[src/esd_pkg.sv]
`timescale 1ns / 1ps

package esd_pkg;

  localparam int ESD_LENGTH_LIMIT = 4096;
  localparam int ESD_QUEUE_DEPTH  = 4;
  localparam int MAX_LEN_W        = 13;
  localparam logic [MAX_LEN_W-1:0] MAX_LEN_RESET = 13'd1024;

  // Most results one input byte can cause
  localparam int RES_MAX = 3;

  // Raw byte codes with a meaning to the decoder
  localparam logic [7:0] CH_BSLASH = 8'h5c;
  localparam logic [7:0] CH_CARET  = 8'h5e;
  localparam logic [7:0] CH_DQUOTE = 8'h22;
  localparam logic [7:0] CH_SQUOTE = 8'h27;

  typedef enum logic [2:0] {
    MODE_START,
    MODE_PLAIN,
    MODE_ESC,
    MODE_CARET,
    MODE_OCT,
    MODE_HEX,
    MODE_DRAIN
  } mode_t;

  // Results caused by one input beat, slot 0 first
  typedef struct packed {
    logic [1:0]              cnt;
    logic [RES_MAX-1:0][7:0] bytes;
    logic [RES_MAX-1:0]      term;
  } res_entry_t;

endpackage

[src/escape_sequence_string_decoder_core.sv]
`timescale 1ns / 1ps
// Path: a result is written into the queue when its input beat is accepted, then the
//   back end loads the entry into its output register.
// Throughput: one input beat per cycle while the queue has room; a beat's 0 to 3 results
//   go out singly, so the output port, one per cycle while out_ready holds, sets the rate.
// Reset (rst, synchronous): string state cleared, max_len back to 1024, queue emptied.

module escape_sequence_string_decoder_core import esd_pkg::*; #(
  parameter int LENGTH_LIMIT = ESD_LENGTH_LIMIT,
  parameter int QUEUE_DEPTH  = ESD_QUEUE_DEPTH
) (
  input  logic                 clk,
  input  logic                 rst,
  // raw byte stream
  input  logic                 in_valid,
  output logic                 in_ready,
  input  logic [7:0]           in_byte,
  input  logic                 in_last,
  // decoded byte stream
  output logic                 out_valid,
  input  logic                 out_ready,
  output logic [7:0]           out_byte,
  output logic                 is_terminator,
  output logic                 run_last,
  // max_len register
  input  logic                 cfg_we,
  input  logic [MAX_LEN_W-1:0] cfg_wdata
);

  logic       q_full;
  logic       push;
  res_entry_t push_data;
  logic       q_valid;
  res_entry_t q_data;
  logic       pop;

  // Front end: decode one raw beat per cycle while the queue has room into up to three results,
  // tracking escape, caret, quote and length state.
  esd_front #(
    .LENGTH_LIMIT(LENGTH_LIMIT)
  ) u_front (
    .clk      (clk),
    .rst      (rst),
    .in_valid (in_valid),
    .in_ready (in_ready),
    .in_byte  (in_byte),
    .in_last  (in_last),
    .cfg_we   (cfg_we),
    .cfg_wdata(cfg_wdata),
    .q_full   (q_full),
    .push     (push),
    .push_data(push_data)
  );

  // Hold decoded groups so the input side keeps moving while the output stalls
  esd_queue #(
    .DEPTH(QUEUE_DEPTH)
  ) u_queue (
    .clk      (clk),
    .rst      (rst),
    .push     (push),
    .push_data(push_data),
    .full     (q_full),
    .q_valid  (q_valid),
    .q_data   (q_data),
    .pop      (pop)
  );

  // Back end: send each group out one result beat at a time, flagging the last
  esd_back u_back (
    .clk          (clk),
    .rst          (rst),
    .q_valid      (q_valid),
    .q_data       (q_data),
    .pop          (pop),
    .out_valid    (out_valid),
    .out_ready    (out_ready),
    .out_byte     (out_byte),
    .is_terminator(is_terminator),
    .run_last     (run_last)
  );

endmodule

[src/esd_front.sv]
`timescale 1ns / 1ps

module esd_front import esd_pkg::*; #(
  parameter int LENGTH_LIMIT = ESD_LENGTH_LIMIT
) (
  input  logic                 clk,
  input  logic                 rst,
  input  logic                 in_valid,
  output logic                 in_ready,
  input  logic [7:0]           in_byte,
  input  logic                 in_last,
  input  logic                 cfg_we,
  input  logic [MAX_LEN_W-1:0] cfg_wdata,
  input  logic                 q_full,
  output logic                 push,
  output res_entry_t           push_data
);

  localparam int CW = $clog2(LENGTH_LIMIT + 1);
  localparam int WW = (CW > MAX_LEN_W) ? CW : MAX_LEN_W;
  localparam logic [WW-1:0] LIMIT_W = WW'(LENGTH_LIMIT);

  typedef struct packed {
    mode_t         mode;
    logic [7:0]    quote;
    logic [7:0]    val;
    logic [CW-1:0] cnt;
    logic [1:0]    dig;
    res_entry_t    ent;
  } dec_t;

  mode_t                mode;
  logic [7:0]           quote_char;
  logic [7:0]           escape_value;
  logic [CW-1:0]        written_count;
  logic [1:0]           digit_count;
  logic [MAX_LEN_W-1:0] max_len;
  logic [CW-1:0]        cap;
  dec_t                 cur;
  dec_t                 st_next;
  logic                 accept;

  function automatic dec_t f_push(dec_t s, logic [7:0] b, logic t);
    if (s.ent.cnt != 2'(RES_MAX)) begin
      s.ent.bytes[s.ent.cnt] = b;
      s.ent.term[s.ent.cnt]  = t;
      s.ent.cnt              = s.ent.cnt + 2'd1;
    end
    return s;
  endfunction

  function automatic dec_t f_finish(dec_t s);
    s      = f_push(s, 8'h00, 1'b1);
    s.mode = MODE_DRAIN;
    return s;
  endfunction

  function automatic dec_t f_emit(dec_t s, logic [7:0] b, logic [CW-1:0] c);
    s     = f_push(s, b, 1'b0);
    s.cnt = s.cnt + CW'(1);
    if (s.cnt >= c) s = f_finish(s);
    return s;
  endfunction

  function automatic dec_t f_plain(dec_t s, logic [7:0] b, logic [CW-1:0] c);
    if (b == CH_BSLASH) s.mode = MODE_ESC;
    else if (b == CH_CARET) s.mode = MODE_CARET;
    else if (s.quote != 8'h00 && b == s.quote) s = f_finish(s);
    else s = f_emit(s, b, c);
    return s;
  endfunction

  // {valid, digit value}
  function automatic logic [4:0] f_hex(logic [7:0] b);
    logic [7:0] d;
    d = 8'h00;
    if (b >= 8'h30 && b <= 8'h39) d = b - 8'h30;
    else if (b >= 8'h61 && b <= 8'h66) d = b - 8'h57;
    else if (b >= 8'h41 && b <= 8'h46) d = b - 8'h37;
    else return 5'b0_0000;
    return {1'b1, d[3:0]};
  endfunction

  function automatic dec_t f_decode(dec_t s, logic [7:0] b, logic [CW-1:0] c);
    logic [4:0] h;
    h = f_hex(b);
    unique case (s.mode)
      MODE_START: begin
        s.mode = MODE_PLAIN;
        if (b == CH_DQUOTE || b == CH_SQUOTE) s.quote = b;
        else s = f_plain(s, b, c);
      end
      MODE_PLAIN: s = f_plain(s, b, c);
      MODE_ESC: begin
        s.mode = MODE_PLAIN;
        unique case (b)
          8'h61: s = f_emit(s, 8'h07, c);   // a
          8'h62: s = f_emit(s, 8'h08, c);   // b
          8'h66: s = f_emit(s, 8'h0c, c);   // f
          8'h6e: s = f_emit(s, 8'h0a, c);   // n
          8'h72: s = f_emit(s, 8'h0d, c);   // r
          8'h74: s = f_emit(s, 8'h09, c);   // t
          CH_BSLASH: s = f_emit(s, CH_BSLASH, c);
          8'h78: begin                      // x
            s.mode = MODE_HEX;
            s.val  = 8'h00;
            s.dig  = 2'd0;
          end
          default: begin
            if (b >= 8'h30 && b <= 8'h37) begin
              s.mode = MODE_OCT;
              s.val  = b - 8'h30;
              s.dig  = 2'd1;
            end else if (s.quote != 8'h00 && b == s.quote) begin
              s = f_emit(s, b, c);
            end else begin
              s = f_plain(s, b, c);
            end
          end
        endcase
      end
      MODE_CARET: begin
        s.mode = MODE_PLAIN;
        if (b >= 8'h41 && b <= 8'h5a) s = f_emit(s, b - 8'h40, c);
        else if (b >= 8'h61 && b <= 8'h7a) s = f_emit(s, b - 8'h60, c);
        else if (b == 8'h5b) s = f_emit(s, 8'h1b, c);
        else if (b == CH_BSLASH) s = f_emit(s, 8'h1c, c);
        else if (b == 8'h5d) s = f_emit(s, 8'h1d, c);
        else if (b == CH_CARET) s = f_emit(s, 8'h1e, c);
        else if (b == 8'h2d) s = f_emit(s, 8'h1f, c);
      end
      MODE_OCT: begin
        if (b >= 8'h30 && b <= 8'h37) begin
          s.val = {s.val[4:0], b[2:0]};
          s.dig = s.dig + 2'd1;
          if (s.dig == 2'd3) begin
            s.mode = MODE_PLAIN;
            s.dig  = 2'd0;
            s      = f_emit(s, s.val, c);
          end
        end else begin
          s.mode = MODE_PLAIN;
          s.dig  = 2'd0;
          s      = f_emit(s, s.val, c);
          if (s.mode != MODE_DRAIN) s = f_plain(s, b, c);
        end
      end
      MODE_HEX: begin
        if (h[4]) begin
          s.val = {s.val[3:0], h[3:0]};
          s.dig = 2'd1;
        end else begin
          s.mode = MODE_PLAIN;
          if (s.dig != 2'd0) s = f_emit(s, s.val, c);
          s.dig = 2'd0;
          if (s.mode != MODE_DRAIN) s = f_plain(s, b, c);
        end
      end
      default: s.mode = MODE_DRAIN;
    endcase
    return s;
  endfunction

  function automatic dec_t f_step(dec_t s, logic [7:0] b, logic last, logic [CW-1:0] c);
    if (s.mode != MODE_DRAIN && s.cnt >= c) s = f_finish(s);
    else s = f_decode(s, b, c);
    if (last) begin
      if (s.mode == MODE_OCT || (s.mode == MODE_HEX && s.dig != 2'd0)) begin
        s = f_emit(s, s.val, c);
      end
      if (s.mode != MODE_DRAIN) s = f_finish(s);
      s.mode  = MODE_START;
      s.quote = 8'h00;
      s.val   = 8'h00;
      s.cnt   = '0;
      s.dig   = 2'd0;
    end
    return s;
  endfunction

  // Clamp the length register to the build limit
  always_comb begin
    if (WW'(max_len) > LIMIT_W) cap = CW'(LENGTH_LIMIT);
    else cap = CW'(max_len);
  end

  // Next state
  always_comb begin
    cur.mode  = mode;
    cur.quote = quote_char;
    cur.val   = escape_value;
    cur.cnt   = written_count;
    cur.dig   = digit_count;
    cur.ent   = '0;
    st_next   = f_step(cur, in_byte, in_last, cap);
  end

  // Outputs
  always_comb begin
    in_ready  = !q_full;
    accept    = in_valid && in_ready;
    push      = accept && (st_next.ent.cnt != 2'd0);
    push_data = st_next.ent;
  end

  always_ff @(posedge clk) begin
    if (rst) begin
      mode          <= MODE_START;
      quote_char    <= 8'h00;
      escape_value  <= 8'h00;
      written_count <= '0;
      digit_count   <= 2'd0;
      max_len       <= MAX_LEN_RESET;
    end else begin
      if (cfg_we) max_len <= cfg_wdata;
      if (accept) begin
        mode          <= st_next.mode;
        quote_char    <= st_next.quote;
        escape_value  <= st_next.val;
        written_count <= st_next.cnt;
        digit_count   <= st_next.dig;
      end
    end
  end

  a_last_restarts: assert property (@(posedge clk) disable iff (rst)
    accept && in_last |=> mode == MODE_START && written_count == '0)
    else $error("string state not cleared after last beat");

  // A string already ended by its terminator gives nothing on its last beat
  a_last_pushes_term: assert property (@(posedge clk) disable iff (rst)
    accept && in_last && mode != MODE_DRAIN |->
      push && st_next.ent.term[st_next.ent.cnt - 2'd1])
    else $error("last beat did not end in a terminator");

  a_count_capped: assert property (@(posedge clk) disable iff (rst)
    written_count <= CW'(LENGTH_LIMIT))
    else $error("written count beyond length limit");

endmodule

[src/esd_queue.sv]
`timescale 1ns / 1ps

module esd_queue import esd_pkg::*; #(
  parameter int DEPTH = ESD_QUEUE_DEPTH
) (
  input  logic       clk,
  input  logic       rst,
  input  logic       push,
  input  res_entry_t push_data,
  output logic       full,
  output logic       q_valid,
  output res_entry_t q_data,
  input  logic       pop
);

  localparam int PW = (DEPTH > 1) ? $clog2(DEPTH) : 1;
  localparam int NW = $clog2(DEPTH + 1);

  res_entry_t      mem [DEPTH];
  logic [PW-1:0]   wptr;
  logic [PW-1:0]   rptr;
  logic [NW-1:0]   count;
  logic            do_push;
  logic            do_pop;

  assign full    = (count == NW'(DEPTH));
  assign q_valid = (count != '0);
  assign q_data  = mem[rptr];
  assign do_push = push && !full;
  assign do_pop  = pop && q_valid;

  always_ff @(posedge clk) begin
    if (do_push) mem[wptr] <= push_data;
  end

  always_ff @(posedge clk) begin
    if (rst) begin
      wptr  <= '0;
      rptr  <= '0;
      count <= '0;
    end else begin
      if (do_push) wptr <= (wptr == PW'(DEPTH - 1)) ? '0 : wptr + PW'(1);
      if (do_pop)  rptr <= (rptr == PW'(DEPTH - 1)) ? '0 : rptr + PW'(1);
      if (do_push && !do_pop) count <= count + NW'(1);
      else if (do_pop && !do_push) count <= count - NW'(1);
    end
  end

  a_no_overflow: assert property (@(posedge clk) disable iff (rst)
    push |-> !full)
    else $error("push into full queue");

  a_count_bound: assert property (@(posedge clk) disable iff (rst)
    count <= NW'(DEPTH))
    else $error("queue count out of range");

  a_no_empty_entry: assert property (@(posedge clk) disable iff (rst)
    push |-> push_data.cnt != 2'd0)
    else $error("empty entry pushed");

endmodule

[src/esd_back.sv]
`timescale 1ns / 1ps

module esd_back import esd_pkg::*; (
  input  logic       clk,
  input  logic       rst,
  input  logic       q_valid,
  input  res_entry_t q_data,
  output logic       pop,
  output logic       out_valid,
  input  logic       out_ready,
  output logic [7:0] out_byte,
  output logic       is_terminator,
  output logic       run_last
);

  res_entry_t cur;
  logic       busy;
  logic [1:0] idx;
  logic       at_last;
  logic       take;

  assign at_last       = (idx == cur.cnt - 2'd1);
  assign out_valid     = busy;
  assign out_byte      = cur.bytes[idx];
  assign is_terminator = cur.term[idx];
  assign run_last      = at_last;
  assign take          = out_valid && out_ready;
  // Load the next entry when idle or when the final beat of this one leaves
  assign pop           = q_valid && (!busy || (take && at_last));

  always_ff @(posedge clk) begin
    if (pop) cur <= q_data;
  end

  always_ff @(posedge clk) begin
    if (rst) begin
      busy <= 1'b0;
      idx  <= 2'd0;
    end else if (pop) begin
      busy <= 1'b1;
      idx  <= 2'd0;
    end else if (take) begin
      if (at_last) begin
        busy <= 1'b0;
        idx  <= 2'd0;
      end else begin
        idx <= idx + 2'd1;
      end
    end
  end

  a_idx_in_entry: assert property (@(posedge clk) disable iff (rst)
    busy |-> cur.cnt != 2'd0 && idx < cur.cnt)
    else $error("result index outside current entry");

  a_term_is_zero: assert property (@(posedge clk) disable iff (rst)
    busy && is_terminator |-> out_byte == 8'h00 && run_last)
    else $error("terminator carries data or is not last");

endmodule

[config.mk]
export PLATFORM = sky130hd
export DESIGN_NAME = escape_sequence_string_decoder_core
export DESIGN_NICKNAME = d
export VERILOG_FILES = /design/src/esd_pkg.sv /design/src/escape_sequence_string_decoder_core.sv /design/src/esd_front.sv /design/src/esd_queue.sv /design/src/esd_back.sv
export SDC_FILE = /design/constraint.sdc
export NUM_CORES = 1
export LEC_CHECK = 0
export ABC_AREA = 1
export BUFFER_PORTS_ARGS = -buffer_cell sky130_fd_sc_hd__buf_2
export CAP_MARGIN = 20
export CORE_UTILIZATION = 60
export CTS_BUF_LIST = sky130_fd_sc_hd__clkbuf_2 sky130_fd_sc_hd__clkbuf_4 sky130_fd_sc_hd__clkbuf_8
export CTS_CLUSTER_SIZE = 8
export DETAILED_ROUTE_END_ITERATION = 7
export PLACE_DENSITY_LB_ADDON = 0.2
export SLEW_MARGIN = 20
export SYNTH_ARGS = -nofsm -noshare
export SYNTH_HDL_FRONTEND = slang
export SYNTH_SLANG_ARGS = --single-unit
export TNS_END_PERCENT = 50
[constraint.sdc]
create_clock -name clk -period 8.66 [get_ports clk]
set_input_delay 1.732 -clock clk [delete_from_list [all_inputs] [get_ports clk]]
set_output_delay 1.732 -clock clk [all_outputs]
set_load 0.01 [all_outputs]
==> reports/results.ini <==
[synthesis]
synth_compound_area_share_pct=19.2
synthXorXnorAreaFrac_pct=2.50
synth_edf_count=145
synth-simple-area-share_pct=26.0
netlist_area_mm2=0.0150
synthDistinctLibCells=80
ys_warn_count=0
synth_top_family_by_area=simple AND/OR/NAND/NOR gates
avgSynthCellArea_um2=7.68
yosys_register_bits=202
synth-async-reset-ratio_pct=0
synthMuxAreaShare_pct=0
synthesis.instances=1951
synth_adder_area_share_pct=7.65
ys.flop_type=edfxtp_1
seq_area_frac_synth_pct=36.7

[global_routing]
grt-ovfl-total=0
antenna_found_initial=0
grt_pass1_vias=14000
grt_pass1_wl_um=78300
grt_max_degree=62
grt_use_total_pct=39.7

[clock_network]
cts.clk_slew.worst_paths_ns=0.06
cts_tree=yes
clockBufferDepth=3
cts_setup_buffers=0
cts_made_buffers=31
cts-root-buf=clkbuf_8
cts.sinks=202
cts_hold_buf=0
h-tree-depth=1
cts_resized=0
clk_latency_ns=0.58

[min_path]
min_path_cells=2
hp-class=reg -> reg
hold_start=u_front.quote_char[3]
whs_endpoint=u_front.quote_char[3]

[die]
die_y_um=160
start_util_pct=61.5
die-area_mm2=0.0256
die_w_um=160
ios=39
core_area_mm2=0.0244
rows=57

[pwr]
vdd_drop_max_mv=0.228
power_per_cell_area_mw_per_mm2=196
power_mw=3.18
power.leakage_nw=6.95

[detailed_routing]
drtPass1Iterations=8
post_drt_wl_per_cell_um=21.7
drc_errors=0
drt_wl_total_um=51300
num_vias=14700
postRouteAntennaNets=0
drtIter0Drc=1924
viasPerCell=6.21

[final_layout]
nFillCells=2008
final_cells=2361
layout_commonest_cell=nand2_1
multi_input_area_mm2=0.00844
ff_latch_area_mm2=0.00550
fin_nets=2131
final_cell_mix=nand2_1 (381), nor2_1 (217), o21ai_0 (172)
areaGrowthSynthToFinish_pct=8.39
antennaDiodeCount=0
drive_above_1_share_pct=14.0

[place]
gp_congestion=1.05
post-dp-hpwl_um=38200
io_buffers=38
dp.cells=2304

[timing]
tightest_slew_ns=1.04
skew_ns=0.0328
timing.fmax_mhz=126
min_period_over_period_pct=91.6
timing.setup.tns_ns=0
hold_violations=0
fin_crit_ns=7.93
setup_violations=0
maxSlewViolCount=0
relSlewSlack_pct=29.2
rsz0062_at_grt=false

[critical_path]
rr_worst_depth=46
startpoint_type=input pin
worstSetupPathType=in -> reg
cp-end-kind=register
rrSetupSlack_ns=0.88
reg2reg_to=u_queue.count[2]
cp_slowest_cell=nor2_2
worstSetupStartpoint=in_byte[1]
cpPeakStageDelay_ns=0.45
cp.arrival_ns=8.37
cp.required_ns=9.10
cp_max_fo=12
r2r_start=u_front.written_count[0]

[job]
maxCapViolCount=0

[status]
status=finished clean

layer usage:
layer	wire length (µm)	GRT usage [%]	vias to the layer above	share of wire, %
li1	-	-	6821	-
met5	0	0	-	0
met1	20600	52.4	6760	40
met3	5830	9.97	162	11
met4	2330	17.5	0	4.5
met2	22500	61.5	925	44
metrics by stage:
step	instance area (µm²)	worst slack, ns	hold slack (ns)	utilization (%)
6_report	16200	0.731	0.480	66.6
3_5_place_dp	15600	0.436	0.476	64.0
3_3_place_gp	15600	0.681	0.457	64.0
2_1_floorplan	15100	1.29	0.444	-
4_1_cts	16200	0.953	0.486	66.6
5_1_grt	16200	0.160	0.502	66.6
worst max path at each step:
stage	cells past startpoint	slack, ns	end
after floorplan	34	1.29	u_queue.mem[3][0]
after global placement	39	0.68	u_queue.count[2]
after detailed placement	41	0.44	u_queue.count[2]
after CTS	41	0.95	u_queue.count[2]
after global routing	41	0.16	u_queue.count[2]
final	39	0.73	u_queue.count[2]
cell type report:
| type | instances | area share, % |
|---|---|---|
| Clock buffer | 50 | 3.50 |
| Timing Repair Buffer | 76 | 2.93 |
| Multi-Input combinational cell | 1491 | 51.9 |
| Inverter | 211 | 4.94 |
| Clock inverter | 7 | 0.385 |
| Sequential cell | 202 | 33.8 |
| Tap cell | 324 | 2.49 |
Yosys cell counts, types with 15 or more instances:
library cell	instances	area, µm²
nand2_1	381	1430
nor2_1	222	833
o21ai_0	172	861
inv_1	166	623
edfxtp_1	145	4350
a21oi_1	132	661
nand3_1	91	455
ha_1	90	1130
dfxtp_1	57	1140
o22ai_1	51	319
clkbuf_1	46	173
inv_2	40	150
nand4_1	31	194
o21ai_1	28	140
xor2_1	26	228
nor3_1	24	120
nand2_2	19	119
nor2_2	17	106
buf_2	16	80.1
o211ai_1	15	113
o31ai_1	15	113
critical path: cells and delay by family:
family                     cells  cell delay (ns)
xor gates and xnor gates       1             0.25
AOI/OAI and AO/OA              6             0.92
and+or+nand+nor               18             2.75
buffers and inverters          9             1.10
adders and majority gates      5             1.56
registers in the layout (all words and copies together) (netlist names):
name                   flops
u_front.mode               3
u_front.max_len           13
u_front.quote_char         8
u_queue.rptr               2
u_back.cur                29
u_front.written_count     13
u_front.digit_count        2
u_front.escape_value       8
u_back.idx                 2
u_queue.wptr               2
u_queue.count              3
u_back.out_valid           1
u_queue.mem              116
where the power goes:
part           internal, mW  switching (mW)
combinational         0.300           0.741
clock                 0.445           0.360
sequential             1.26          0.0669
total                  2.01            1.17
kinds of logic after synthesis:
kind of cell | Yosys count
compound gates | 485
xor+xnor | 36
fa+ha+maj | 91
buf+inv | 289
flops | 202
other cells | 1
simple gates | 847
(Power assumes the default switching activity.)
